==> src/hdl/msq_pkg.sv <==
package msq_pkg;

    // Command codes on the input channel
    localparam logic [2:0] CMD_BEGIN = 3'd0;
    localparam logic [2:0] CMD_LOAD  = 3'd1;
    localparam logic [2:0] CMD_PLAY  = 3'd2;
    localparam logic [2:0] CMD_CHIRP = 3'd3;
    localparam logic [2:0] CMD_TICK  = 3'd4;

    // Sound actions on the output channel
    localparam logic ACTION_TONE    = 1'b0;
    localparam logic ACTION_SILENCE = 1'b1;

    // Configuration register indexes
    localparam logic [1:0] REG_MIN_TONE_FREQ      = 2'd0;
    localparam logic [1:0] REG_ACK_FREQ           = 2'd1;
    localparam logic [1:0] REG_ACK_LENGTH_MS      = 2'd2;
    localparam logic [1:0] REG_SELFTEST_LENGTH_MS = 2'd3;

    localparam logic [15:0] MIN_TONE_FREQ_RST      = 16'd8000;
    localparam logic [15:0] ACK_FREQ_RST           = 16'd9000;
    localparam logic [15:0] ACK_LENGTH_MS_RST      = 16'd12;
    localparam logic [15:0] SELFTEST_LENGTH_MS_RST = 16'd30;

    // Request queue between the classifier and the executor
    localparam int Q_DEPTH = 2;
    localparam int Q_PTR_W = $clog2(Q_DEPTH);
    localparam int Q_CNT_W = $clog2(Q_DEPTH + 1);

    typedef enum logic [2:0] {
        OP_BEGIN,
        OP_LOAD,
        OP_PLAY,
        OP_CHIRP,
        OP_TICK
    } op_t;

    typedef struct packed {
        logic [15:0] min_tone_freq;
        logic [15:0] ack_freq;
        logic [15:0] ack_length_ms;
        logic [15:0] selftest_length_ms;
    } cfg_t;

    typedef struct packed {
        op_t         op;
        logic [3:0]  note_slot;
        logic [15:0] note_freq;
        logic [15:0] note_length;
        logic [7:0]  note_count;
        logic [31:0] now_ms;
    } q_item_t;

    typedef struct packed {
        logic [15:0] freq;
        logic [15:0] length;
    } note_t;

endpackage

==> src/hdl/msq_if.sv <==
interface msq_cmd_if;
    logic        valid;
    logic        ready;
    logic [2:0]  command;
    logic [3:0]  note_slot;
    logic [15:0] note_freq;
    logic [15:0] note_length;
    logic [7:0]  note_count;
    logic [31:0] now_ms;

    modport source (
        output valid, command, note_slot, note_freq, note_length, note_count, now_ms,
        input  ready
    );
    modport sink (
        input  valid, command, note_slot, note_freq, note_length, note_count, now_ms,
        output ready
    );
endinterface

interface msq_snd_if;
    logic        valid;
    logic        ready;
    logic        sound_action;
    logic [15:0] tone_freq;
    logic [15:0] tone_length;
    logic        melody_active;

    modport source (
        output valid, sound_action, tone_freq, tone_length, melody_active,
        input  ready
    );
    modport sink (
        input  valid, sound_action, tone_freq, tone_length, melody_active,
        output ready
    );
endinterface

==> src/hdl/msq_front.sv <==
module msq_front #(
    parameter int MAX_NOTES = 16
) (
    input  logic              clk,
    input  logic              rst_n,
    msq_cmd_if.sink           cmd,
    input  logic              q_full,
    output logic              q_push,
    output msq_pkg::q_item_t  q_item
);
    import msq_pkg::*;

    logic started_reg;
    logic started_next;
    logic keep;
    logic accept;

    assign cmd.ready = !q_full;
    assign accept    = cmd.valid && cmd.ready;
    assign q_push    = accept && keep;

    // Classify: drop what can never give a result or change the store
    always_comb
    begin
        keep         = 1'b0;
        started_next = started_reg;
        q_item.op          = OP_TICK;
        q_item.note_slot   = cmd.note_slot;
        q_item.note_freq   = cmd.note_freq;
        q_item.note_length = cmd.note_length;
        q_item.note_count  = cmd.note_count;
        q_item.now_ms      = cmd.now_ms;
        case (cmd.command)
            CMD_BEGIN:
            begin
                q_item.op = OP_BEGIN;
                keep      = !started_reg;
                if (accept)
                begin
                    started_next = 1'b1;
                end
            end
            CMD_LOAD:
            begin
                q_item.op = OP_LOAD;
                keep      = {4'd0, cmd.note_slot} < 8'(MAX_NOTES);
            end
            CMD_PLAY:
            begin
                q_item.op = OP_PLAY;
                keep      = started_reg && (cmd.note_count != 8'd0);
                if (cmd.note_count > 8'(MAX_NOTES))
                begin
                    q_item.note_count = 8'(MAX_NOTES);
                end
            end
            CMD_CHIRP:
            begin
                q_item.op = OP_CHIRP;
                keep      = started_reg;
            end
            CMD_TICK:
            begin
                q_item.op = OP_TICK;
                keep      = 1'b1;
            end
            default:
            begin
                keep = 1'b0;
            end
        endcase
    end

    always_ff @(posedge clk or negedge rst_n)
    begin
        if (!rst_n)
        begin
            started_reg <= 1'b0;
        end
        else
        begin
            started_reg <= started_next;
        end
    end

endmodule

==> src/hdl/msq_queue.sv <==
module msq_queue (
    input  logic              clk,
    input  logic              rst_n,
    input  logic              push,
    input  msq_pkg::q_item_t  push_item,
    output logic              full,
    input  logic              pop,
    output logic              valid,
    output msq_pkg::q_item_t  head
);
    import msq_pkg::*;

    q_item_t              slots_reg [Q_DEPTH];
    logic [Q_PTR_W-1:0]   wr_ptr_reg;
    logic [Q_PTR_W-1:0]   rd_ptr_reg;
    logic [Q_CNT_W-1:0]   count_reg;
    logic [Q_CNT_W-1:0]   count_next;

    assign full  = count_reg == Q_CNT_W'(Q_DEPTH);
    assign valid = count_reg != '0;
    assign head  = slots_reg[rd_ptr_reg];

    always_comb
    begin
        count_next = count_reg;
        if (push && !pop)
        begin
            count_next = count_reg + Q_CNT_W'(1);
        end
        else if (pop && !push)
        begin
            count_next = count_reg - Q_CNT_W'(1);
        end
    end

    always_ff @(posedge clk)
    begin
        if (push)
        begin
            slots_reg[wr_ptr_reg] <= push_item;
        end
    end

    always_ff @(posedge clk or negedge rst_n)
    begin
        if (!rst_n)
        begin
            wr_ptr_reg <= '0;
            rd_ptr_reg <= '0;
            count_reg  <= '0;
        end
        else
        begin
            if (push)
            begin
                wr_ptr_reg <= wr_ptr_reg + Q_PTR_W'(1);
            end
            if (pop)
            begin
                rd_ptr_reg <= rd_ptr_reg + Q_PTR_W'(1);
            end
            count_reg <= count_next;
        end
    end

    assert property (@(posedge clk) disable iff (!rst_n) count_reg <= Q_CNT_W'(Q_DEPTH))
        else $error("request queue count beyond depth");

    assert property (@(posedge clk) disable iff (!rst_n) (pop && !push) |=> !full)
        else $error("request queue full after a lone pop");

    assert property (@(posedge clk) disable iff (!rst_n) !(pop && !valid))
        else $error("request queue popped while empty");

endmodule

==> src/hdl/msq_back.sv <==
module msq_back #(
    parameter int MAX_NOTES = 16
) (
    input  logic              clk,
    input  logic              rst_n,
    input  msq_pkg::cfg_t     cfg,
    input  logic              q_valid,
    input  msq_pkg::q_item_t  q_head,
    output logic              q_pop,
    msq_snd_if.source         snd
);
    import msq_pkg::*;

    localparam int AW = (MAX_NOTES > 1) ? $clog2(MAX_NOTES) : 1;

    typedef enum logic [1:0] {
        ST_EXEC = 2'b01,
        ST_NOTE = 2'b10
    } state_t;

    state_t       state_reg,  state_next;
    logic         playing_reg, playing_next;
    logic [7:0]   length_reg, length_next;
    logic [7:0]   index_reg,  index_next;
    logic [31:0]  deadline_reg, deadline_next;
    logic [31:0]  note_now_reg, note_now_next;

    note_t        store [MAX_NOTES];
    note_t        rd_note_reg;
    logic         mem_we;
    logic         mem_re;
    logic [AW-1:0] wr_addr;
    logic [AW-1:0] rd_addr;

    logic         out_valid_reg;
    logic         out_action_reg;
    logic [15:0]  out_freq_reg;
    logic [15:0]  out_length_reg;
    logic         out_active_reg;
    logic         out_load;
    logic         out_action_d;
    logic [15:0]  out_freq_d;
    logic [15:0]  out_length_d;
    logic         out_active_d;
    logic         out_free;

    logic [31:0]  tick_diff;
    logic [7:0]   index_inc;
    logic [15:0]  fixed_length;

    assign out_free  = !out_valid_reg || snd.ready;
    assign q_pop     = (state_reg == ST_EXEC) && q_valid && out_free;
    assign tick_diff = q_head.now_ms - deadline_reg;
    assign index_inc = index_reg + 8'd1;
    assign wr_addr   = AW'(q_head.note_slot);
    assign fixed_length = (rd_note_reg.length == 16'd0) ? 16'd1 : rd_note_reg.length;

    always_comb
    begin
        state_next    = state_reg;
        playing_next  = playing_reg;
        length_next   = length_reg;
        index_next    = index_reg;
        deadline_next = deadline_reg;
        note_now_next = note_now_reg;
        mem_we        = 1'b0;
        mem_re        = 1'b0;
        rd_addr       = AW'(index_reg);
        out_load      = 1'b0;
        out_action_d  = ACTION_SILENCE;
        out_freq_d    = 16'd0;
        out_length_d  = 16'd0;
        out_active_d  = 1'b0;
        case (state_reg)
            ST_EXEC:
            begin
                if (q_pop)
                begin
                    case (q_head.op)
                        OP_BEGIN:
                        begin
                            out_load     = 1'b1;
                            out_action_d = ACTION_TONE;
                            out_freq_d   = cfg.ack_freq;
                            out_length_d = cfg.selftest_length_ms;
                            out_active_d = playing_reg;
                        end
                        OP_LOAD:
                        begin
                            mem_we = 1'b1;
                        end
                        OP_PLAY:
                        begin
                            playing_next  = 1'b1;
                            length_next   = q_head.note_count;
                            index_next    = 8'd0;
                            mem_re        = 1'b1;
                            rd_addr       = '0;
                            note_now_next = q_head.now_ms;
                            state_next    = ST_NOTE;
                        end
                        OP_CHIRP:
                        begin
                            playing_next = 1'b0;
                            length_next  = 8'd0;
                            index_next   = 8'd0;
                            out_load     = 1'b1;
                            out_action_d = ACTION_TONE;
                            out_freq_d   = cfg.ack_freq;
                            out_length_d = cfg.ack_length_ms;
                            out_active_d = 1'b0;
                        end
                        OP_TICK:
                        begin
                            if (playing_reg && !tick_diff[31])
                            begin
                                if (index_inc >= length_reg)
                                begin
                                    playing_next = 1'b0;
                                    length_next  = 8'd0;
                                    index_next   = 8'd0;
                                    out_load     = 1'b1;
                                end
                                else
                                begin
                                    index_next    = index_inc;
                                    mem_re        = 1'b1;
                                    rd_addr       = AW'(index_inc);
                                    note_now_next = q_head.now_ms;
                                    state_next    = ST_NOTE;
                                end
                            end
                        end
                        default:
                        begin
                        end
                    endcase
                end
            end
            ST_NOTE:
            begin
                // Store data is in; set the deadline and sound the note
                if (out_free)
                begin
                    deadline_next = note_now_reg + 32'(fixed_length);
                    out_load      = 1'b1;
                    out_active_d  = 1'b1;
                    if (rd_note_reg.freq >= cfg.min_tone_freq)
                    begin
                        out_action_d = ACTION_TONE;
                        out_freq_d   = rd_note_reg.freq;
                        out_length_d = fixed_length;
                    end
                    state_next = ST_EXEC;
                end
            end
            default:
            begin
                state_next = ST_EXEC;
            end
        endcase
    end

    always_ff @(posedge clk)
    begin
        if (mem_we)
        begin
            store[wr_addr] <= '{freq: q_head.note_freq, length: q_head.note_length};
        end
        if (mem_re)
        begin
            rd_note_reg <= store[rd_addr];
        end
    end

    always_ff @(posedge clk)
    begin
        if (out_load)
        begin
            out_action_reg <= out_action_d;
            out_freq_reg   <= out_freq_d;
            out_length_reg <= out_length_d;
            out_active_reg <= out_active_d;
        end
        note_now_reg <= note_now_next;
    end

    always_ff @(posedge clk or negedge rst_n)
    begin
        if (!rst_n)
        begin
            state_reg     <= ST_EXEC;
            playing_reg   <= 1'b0;
            length_reg    <= 8'd0;
            index_reg     <= 8'd0;
            deadline_reg  <= 32'd0;
            out_valid_reg <= 1'b0;
        end
        else
        begin
            state_reg    <= state_next;
            playing_reg  <= playing_next;
            length_reg   <= length_next;
            index_reg    <= index_next;
            deadline_reg <= deadline_next;
            if (out_load)
            begin
                out_valid_reg <= 1'b1;
            end
            else if (snd.ready)
            begin
                out_valid_reg <= 1'b0;
            end
        end
    end

    assign snd.valid         = out_valid_reg;
    assign snd.sound_action  = out_action_reg;
    assign snd.tone_freq     = out_freq_reg;
    assign snd.tone_length   = out_length_reg;
    assign snd.melody_active = out_active_reg;

    assert property (@(posedge clk) disable iff (!rst_n) (state_reg == ST_NOTE) |-> playing_reg)
        else $error("note fetch without a running melody");

    assert property (@(posedge clk) disable iff (!rst_n)
        playing_reg |-> (index_reg < length_reg))
        else $error("note index past melody length");

    assert property (@(posedge clk) disable iff (!rst_n) length_reg <= 8'(MAX_NOTES))
        else $error("melody length beyond store size");

    assert property (@(posedge clk) disable iff (!rst_n)
        (out_valid_reg && !snd.ready) |-> !out_load)
        else $error("result overwritten while stalled");

endmodule

==> src/hdl/melody_note_sequencer_top.sv <==
// Channel | Dir | Payload                                            | Handshake
// cmd     | in  | command, note_slot, note_freq, note_length,        | valid/ready
//         |     | note_count, now_ms                                 |
// snd     | out | sound_action, tone_freq, tone_length, melody_active| valid/ready
// cfg     | in  | cfg_write_en, cfg_index, cfg_data (16 bits)        | write only
//
// One request is taken per cycle while the two-entry request queue has room.
// Begin, load, chirp and a tick that ends or holds the melody finish in the executor
// state; play and a tick that starts the next note also pass through the note state,
// for the registered read of the note store (fetch, then deadline and result).
// Reset clears control state only; note store entries are undefined until loaded.
// A stalled snd channel holds the result register and stops the executor; the
// queue then fills and cmd ready drops.
module melody_note_sequencer_top #(
    parameter int MAX_NOTES = 16
) (
    input  logic        clk,
    input  logic        rst_n,
    msq_cmd_if.sink     cmd,
    msq_snd_if.source   snd,
    input  logic        cfg_write_en,
    input  logic [1:0]  cfg_index,
    input  logic [15:0] cfg_data
);
    import msq_pkg::*;

    cfg_t    cfg_reg;
    logic    q_full;
    logic    q_push;
    logic    q_pop;
    logic    q_valid;
    q_item_t q_in;
    q_item_t q_head;

    // Configuration registers; written only while the block is idle (the user's rule; the block does not enforce it)
    always_ff @(posedge clk or negedge rst_n)
    begin
        if (!rst_n)
        begin
            cfg_reg.min_tone_freq      <= MIN_TONE_FREQ_RST;
            cfg_reg.ack_freq           <= ACK_FREQ_RST;
            cfg_reg.ack_length_ms      <= ACK_LENGTH_MS_RST;
            cfg_reg.selftest_length_ms <= SELFTEST_LENGTH_MS_RST;
        end
        else if (cfg_write_en)
        begin
            case (cfg_index)
                REG_MIN_TONE_FREQ:      cfg_reg.min_tone_freq      <= cfg_data;
                REG_ACK_FREQ:           cfg_reg.ack_freq           <= cfg_data;
                REG_ACK_LENGTH_MS:      cfg_reg.ack_length_ms      <= cfg_data;
                REG_SELFTEST_LENGTH_MS: cfg_reg.selftest_length_ms <= cfg_data;
                default:
                begin
                end
            endcase
        end
    end

    // Front: accept and classify requests, track the started flag
    msq_front #(
        .MAX_NOTES (MAX_NOTES)
    ) u_front (
        .clk    (clk),
        .rst_n  (rst_n),
        .cmd    (cmd),
        .q_full (q_full),
        .q_push (q_push),
        .q_item (q_in)
    );

    // Decouple the classifier from the executor
    msq_queue u_queue (
        .clk       (clk),
        .rst_n     (rst_n),
        .push      (q_push),
        .push_item (q_in),
        .full      (q_full),
        .pop       (q_pop),
        .valid     (q_valid),
        .head      (q_head)
    );

    // Back: note store, melody player and result register
    msq_back #(
        .MAX_NOTES (MAX_NOTES)
    ) u_back (
        .clk     (clk),
        .rst_n   (rst_n),
        .cfg     (cfg_reg),
        .q_valid (q_valid),
        .q_head  (q_head),
        .q_pop   (q_pop),
        .snd     (snd)
    );

endmodule

==> src/flat_wrapper.sv <==
// flat-port wrapper written by rule: the top's interface ports become plain ports
module melody_note_sequencer_top_flat import msq_pkg::*;
#(
    parameter int MAX_NOTES = 16
)
  (clk, rst_n, cfg_write_en, cfg_index, cfg_data, cmd_valid, cmd_command, cmd_note_slot, cmd_note_freq, cmd_note_length, cmd_note_count, cmd_now_ms, cmd_ready, snd_valid, snd_sound_action, snd_tone_freq, snd_tone_length, snd_melody_active, snd_ready);
  msq_cmd_if cmd_i ();
  msq_snd_if snd_i ();
  input  logic clk;
  input  logic rst_n;
  input  logic cfg_write_en;
  input  logic [1:0] cfg_index;
  input  logic [15:0] cfg_data;
  input wire logic [$bits(cmd_i.valid)-1:0] cmd_valid;
  input wire logic [$bits(cmd_i.command)-1:0] cmd_command;
  input wire logic [$bits(cmd_i.note_slot)-1:0] cmd_note_slot;
  input wire logic [$bits(cmd_i.note_freq)-1:0] cmd_note_freq;
  input wire logic [$bits(cmd_i.note_length)-1:0] cmd_note_length;
  input wire logic [$bits(cmd_i.note_count)-1:0] cmd_note_count;
  input wire logic [$bits(cmd_i.now_ms)-1:0] cmd_now_ms;
  output wire logic [$bits(cmd_i.ready)-1:0] cmd_ready;
  output wire logic [$bits(snd_i.valid)-1:0] snd_valid;
  output wire logic [$bits(snd_i.sound_action)-1:0] snd_sound_action;
  output wire logic [$bits(snd_i.tone_freq)-1:0] snd_tone_freq;
  output wire logic [$bits(snd_i.tone_length)-1:0] snd_tone_length;
  output wire logic [$bits(snd_i.melody_active)-1:0] snd_melody_active;
  input wire logic [$bits(snd_i.ready)-1:0] snd_ready;
  assign cmd_i.valid = cmd_valid;
  assign cmd_i.command = cmd_command;
  assign cmd_i.note_slot = cmd_note_slot;
  assign cmd_i.note_freq = cmd_note_freq;
  assign cmd_i.note_length = cmd_note_length;
  assign cmd_i.note_count = cmd_note_count;
  assign cmd_i.now_ms = cmd_now_ms;
  assign cmd_ready = cmd_i.ready;
  assign snd_valid = snd_i.valid;
  assign snd_sound_action = snd_i.sound_action;
  assign snd_tone_freq = snd_i.tone_freq;
  assign snd_tone_length = snd_i.tone_length;
  assign snd_melody_active = snd_i.melody_active;
  assign snd_i.ready = snd_ready;
  melody_note_sequencer_top #(.MAX_NOTES(MAX_NOTES)) u_core (.clk(clk), .rst_n(rst_n), .cmd(cmd_i), .snd(snd_i), .cfg_write_en(cfg_write_en), .cfg_index(cfg_index), .cfg_data(cfg_data));
endmodule
==> config.mk <==
export PLATFORM = sky130hd
export DESIGN_NAME = melody_note_sequencer_top_flat
export DESIGN_NICKNAME = d
export VERILOG_FILES = /design/src/hdl/msq_pkg.sv /design/src/hdl/msq_if.sv /design/src/hdl/msq_front.sv /design/src/hdl/msq_queue.sv /design/src/hdl/msq_back.sv /design/src/hdl/melody_note_sequencer_top.sv /design/src/flat_wrapper.sv
export SDC_FILE = /design/constraint.sdc
export NUM_CORES = 1
export LEC_CHECK = 0
export BUFFER_PORTS_ARGS = -buffer_cell sky130_fd_sc_hd__buf_2
export CORE_ASPECT_RATIO = 1.2
export CORE_MARGIN = 2
export CORE_UTILIZATION = 25
export CTS_CLUSTER_DIAMETER = 120
export DETAILED_ROUTE_END_ITERATION = 10
export PLACE_DENSITY = 0.37
export SLEW_MARGIN = 20
export SYNTH_ARGS = -nofsm -noshare
export SYNTH_HDL_FRONTEND = slang
export SYNTH_HIERARCHICAL = 1
export SYNTH_SLANG_ARGS = --single-unit
==> constraint.sdc <==
create_clock -name clk -period 12.7 [get_ports clk]
set_input_delay 0.635 -clock clk [delete_from_list [all_inputs] [get_ports clk]]
set_output_delay 0.635 -clock clk [all_outputs]
set_load 0.1 [all_outputs]
==> metrics.md <==
| Metric | Value |
|---|---|
| Status | finished clean |
| Post-synth ARST share | 13.6% |
| Port bufs | 137 |
| Routed length per instance | 23.0 um |
| Via count | 21.1k |
| Core area | 151000 um2 |
| Unrepaired setup endpoints after global routing | no |
| Placer Congestion | 0.730 |
| Via/cell ratio | 4.59 |
| # H-tree levels | 3 |
| GRT overflow | 0 |
| Root Buffer Master | clkbuf_16 |
| Max Clk Rate | 0.153 GHz |
| Yosys warns | 6 |
| Hold Buf Count CTS | 0 |
| Post-synth EDFFs | 768 |
| Clk_lat worst skew | 0.70 ns |
| Site Rows | 156 |
| Worst setup margin | 6.17 ns |
| Ys flop type | edfxtp_1 |
| Maxcap violations | 0 |
| Max reg flops | 512 |
| Leading area contributor after synthesis | edfxtp_1 |
| Worst Max-Slew Pin Slew | 1.14 ns |
| Yosys cell types | 78 |
| Total Routed Length | 106000 um |
| CP arrival | 6.92 ns |
| Post-synth top area share | 60.7% |
| Worst hold path type | in -> async |
| Critical path fanouts, max | 63 |
| Mean post-synth cell area | 15.3 um2 |
| Die Height | 431 um |
| Most used cell, CP | a21oi_1 |
| Gate Count Post-Synth | 2484 |
| Critical Path Sink Type | register |
| Final ANT Viol Nets | 0 |
| Starting Density | 25.2% |
| Clock buffer count from CTS | 97 |
| Worst-path clk slew | 0.06 ns |
| Worst-case reg-to-reg path depth | 15 |
| Setup violators final | 0 |
| Syn Nets | 2662 |
| PostCTS Resize Cnt | 0 |
| Commonest cells post-synth | edfxtp_1, nand3_1, o21ai_0 |
| I/O pins | 138 |
| FILL cells | 15.1k |
| P per Cell Area | 205 nW/um2 |
| Fraction of layout cells with a size suffix above 1 | 24.1% |
| Clk_skew | 0.0324 ns |
| Reg2reg end | u_core/u_back/rd_note_reg[5] |
| CP max-delay cell | nand2_8 |
| DIE WIDTH | 360 um |
| Required @ worst endpoint | 13.09 ns |
| CP Class | reg -> reg |
| Detailed Routing Iterations Pass 1 | 7 |
| DRC viols | 0 |
| Count of pins over their slew limit | 0 |
| Most area-consuming cells after synthesis | edfxtp_1, dfrtp_1, nand3_1, mux2_4, mux2_2 |
| Reg2Reg Setup Slack | 6.17 ns |
| Hpwl dp | 61500 um |
| Pleak | 14.9 nW |
| Clock Tree Buf Depth | 3 |
| Critical Path Max Stage Delay | 0.92 ns |
| Accumulated negative setup slack | 0 ns |
| Synth Register Bits | 889 |
| Worst path cell trace | buf_16, mux2_4, ha_1, a21oi_1, o21ai_0, a21oi_1, o21ai_1, a211o_1, a21oi_2, nand3_4, nand2_8, buf_4, mux4_2, nor2_1, a211oi_1 |
| Number of global-route vias before repair | 22.1k |
| TritonCTS clock tree | yes |
| Initial antenna violation count | 7 |
| Total global routing track utilization | 13.5% |
| DRT iter0 DRCs | 1456 |
| First-pass GRT wire length | 155000 um |
| Layout Nets | 2726 |
| Die area | 155000 um2 |
| # clock sinks | 889 |
| Most numerous cell in the Yosys netlist | edfxtp_1 |
| Peak supply drop | 0.0936 mV |
| Dpl ws | 5.37 ns |
| Seq/Total Area, Yosys | 68.8% |
| Hold Worst Slack | 0.0566 ns |
| Mapped cell area | 38000 um2 |
| Tcrit/Tclk final | 51.5% |
| Crit Reg-Reg Startpoint | u_core/u_queue/rd_ptr_reg |
| Relative slew slack | 24.2% |
| Post-CTS Setup Repair Bufs | 0 |
| Minimum clock period | 6.53 ns |
| CP startpoint kind | register |
| Hold Fails Final Rpt | 0 |
| Pin count of the biggest net entering global routing | 101 |
| Area grow syn2layout | 14.6% |
-- final cells by class --
type / count / area [um2] / area share, %
Inverter: 69 / 259 / 0.595
Antenna cell: 1 / 2.50 / 0.00575
Clock buffer: 123 / 2620 / 6.01
Sequential cell: 889 / 26100 / 60.0
Timing Repair Buffer: 178 / 1020 / 2.33
Clock inverter: 50 / 543 / 1.25
Tap cell: 1975 / 2470 / 5.68
Multi-Input combinational cell: 1313 / 10500 / 24.1
-- critical path, delay by kind of cell, from the launching register on --
family / cells / cell delay, ns
fa+ha+maj: 1 / 0.32
mux: 2 / 0.93
simple gates: 3 / 1.62
buf+inv: 2 / 0.98
flops: 1 / 0.74
compound gates: 7 / 1.47
-- layer usage --
metal	part of all wire (%)	vias to the layer above	GRT usage (%)	routed length, um
li1	-	9543	-	-
met1	43	10957	16.9	45200
met2	50	456	23.7	53200
met3	4.7	138	2.51	4950
met4	2.2	6	3.93	2330
met5	0.038	-	0	40
-- where the power goes --
| part | switching, mW | internal [mW] | total [mW] |
|---|---|---|---|
| Combinational | 1.40 | 0.756 | 2.16 |
| Clock | 1.18 | 1.66 | 2.84 |
| Sequential | 0.208 | 3.72 | 3.93 |
-- metrics by stage --
step	power [mW]	area, um2	utilization [%]	std cells
after floorplan	5.54	38000	-	2484
after global placement	6.15	40300	26.8	4423
final	8.93	43500	28.9	4598
after CTS	9.09	43500	28.9	4596
after global routing	9.40	43500	28.9	4597
after detailed placement	6.19	40300	26.8	4423
-- placed cells by master (no fill, tap or decap), types with 17 or more instances in the layout --
cell type and count:
clkinv_2 20, inv_1 68, edfxtp_1 768, mux4_2 33, mux2i_1 62, mux2_2 97, a21oi_1 32, nand4_1 35
nand3_1 266, mux2_4 79, dfrtp_1 102, buf_2 136, nor2_1 63, a211oi_2 25, xnor2_1 19, a211oi_1 17
ha_1 75, buf_4 41, a22o_1 24, nand2_1 80, o21ai_0 176, xor2_1 23, clkbuf_16 99, clkbuf_1 19
dfstp_2 18
-- worst max path at each step --
stage / start / slack [ns] / to
finish: u_core/u_queue/rd_ptr_reg / 6.17 / u_core/u_back/rd_note_reg[5]
global route: u_core/u_queue/rd_ptr_reg / 5.66 / u_core/u_back/rd_note_reg[5]
CTS: u_core/u_queue/rd_ptr_reg / 5.32 / u_core/u_back/rd_note_reg[5]
detailed placement: u_core/u_queue/rd_ptr_reg / 5.37 / u_core/u_back/rd_note_reg[5]
global placement: u_core/u_queue/rd_ptr_reg / 5.52 / u_core/u_back/rd_note_reg[3]
floorplan: cmd_command[2] / 7.13 / u_core/u_queue/slots_reg[0][0]
-- cells by family after synthesis --
kind of cell | count (synthesis) | share of synthesized area (%)
adders and majority gates | 76 | 2.52
AOI/OAI and AO/OA | 364 | 6.47
DFF | 889 | 68.8
xor gates and xnor gates | 42 | 0.969
buffers and inverters | 282 | 4.20
and+or+nand+nor | 560 | 7.47
muxes | 271 | 9.59
Power figures use the tool's default switching activity.
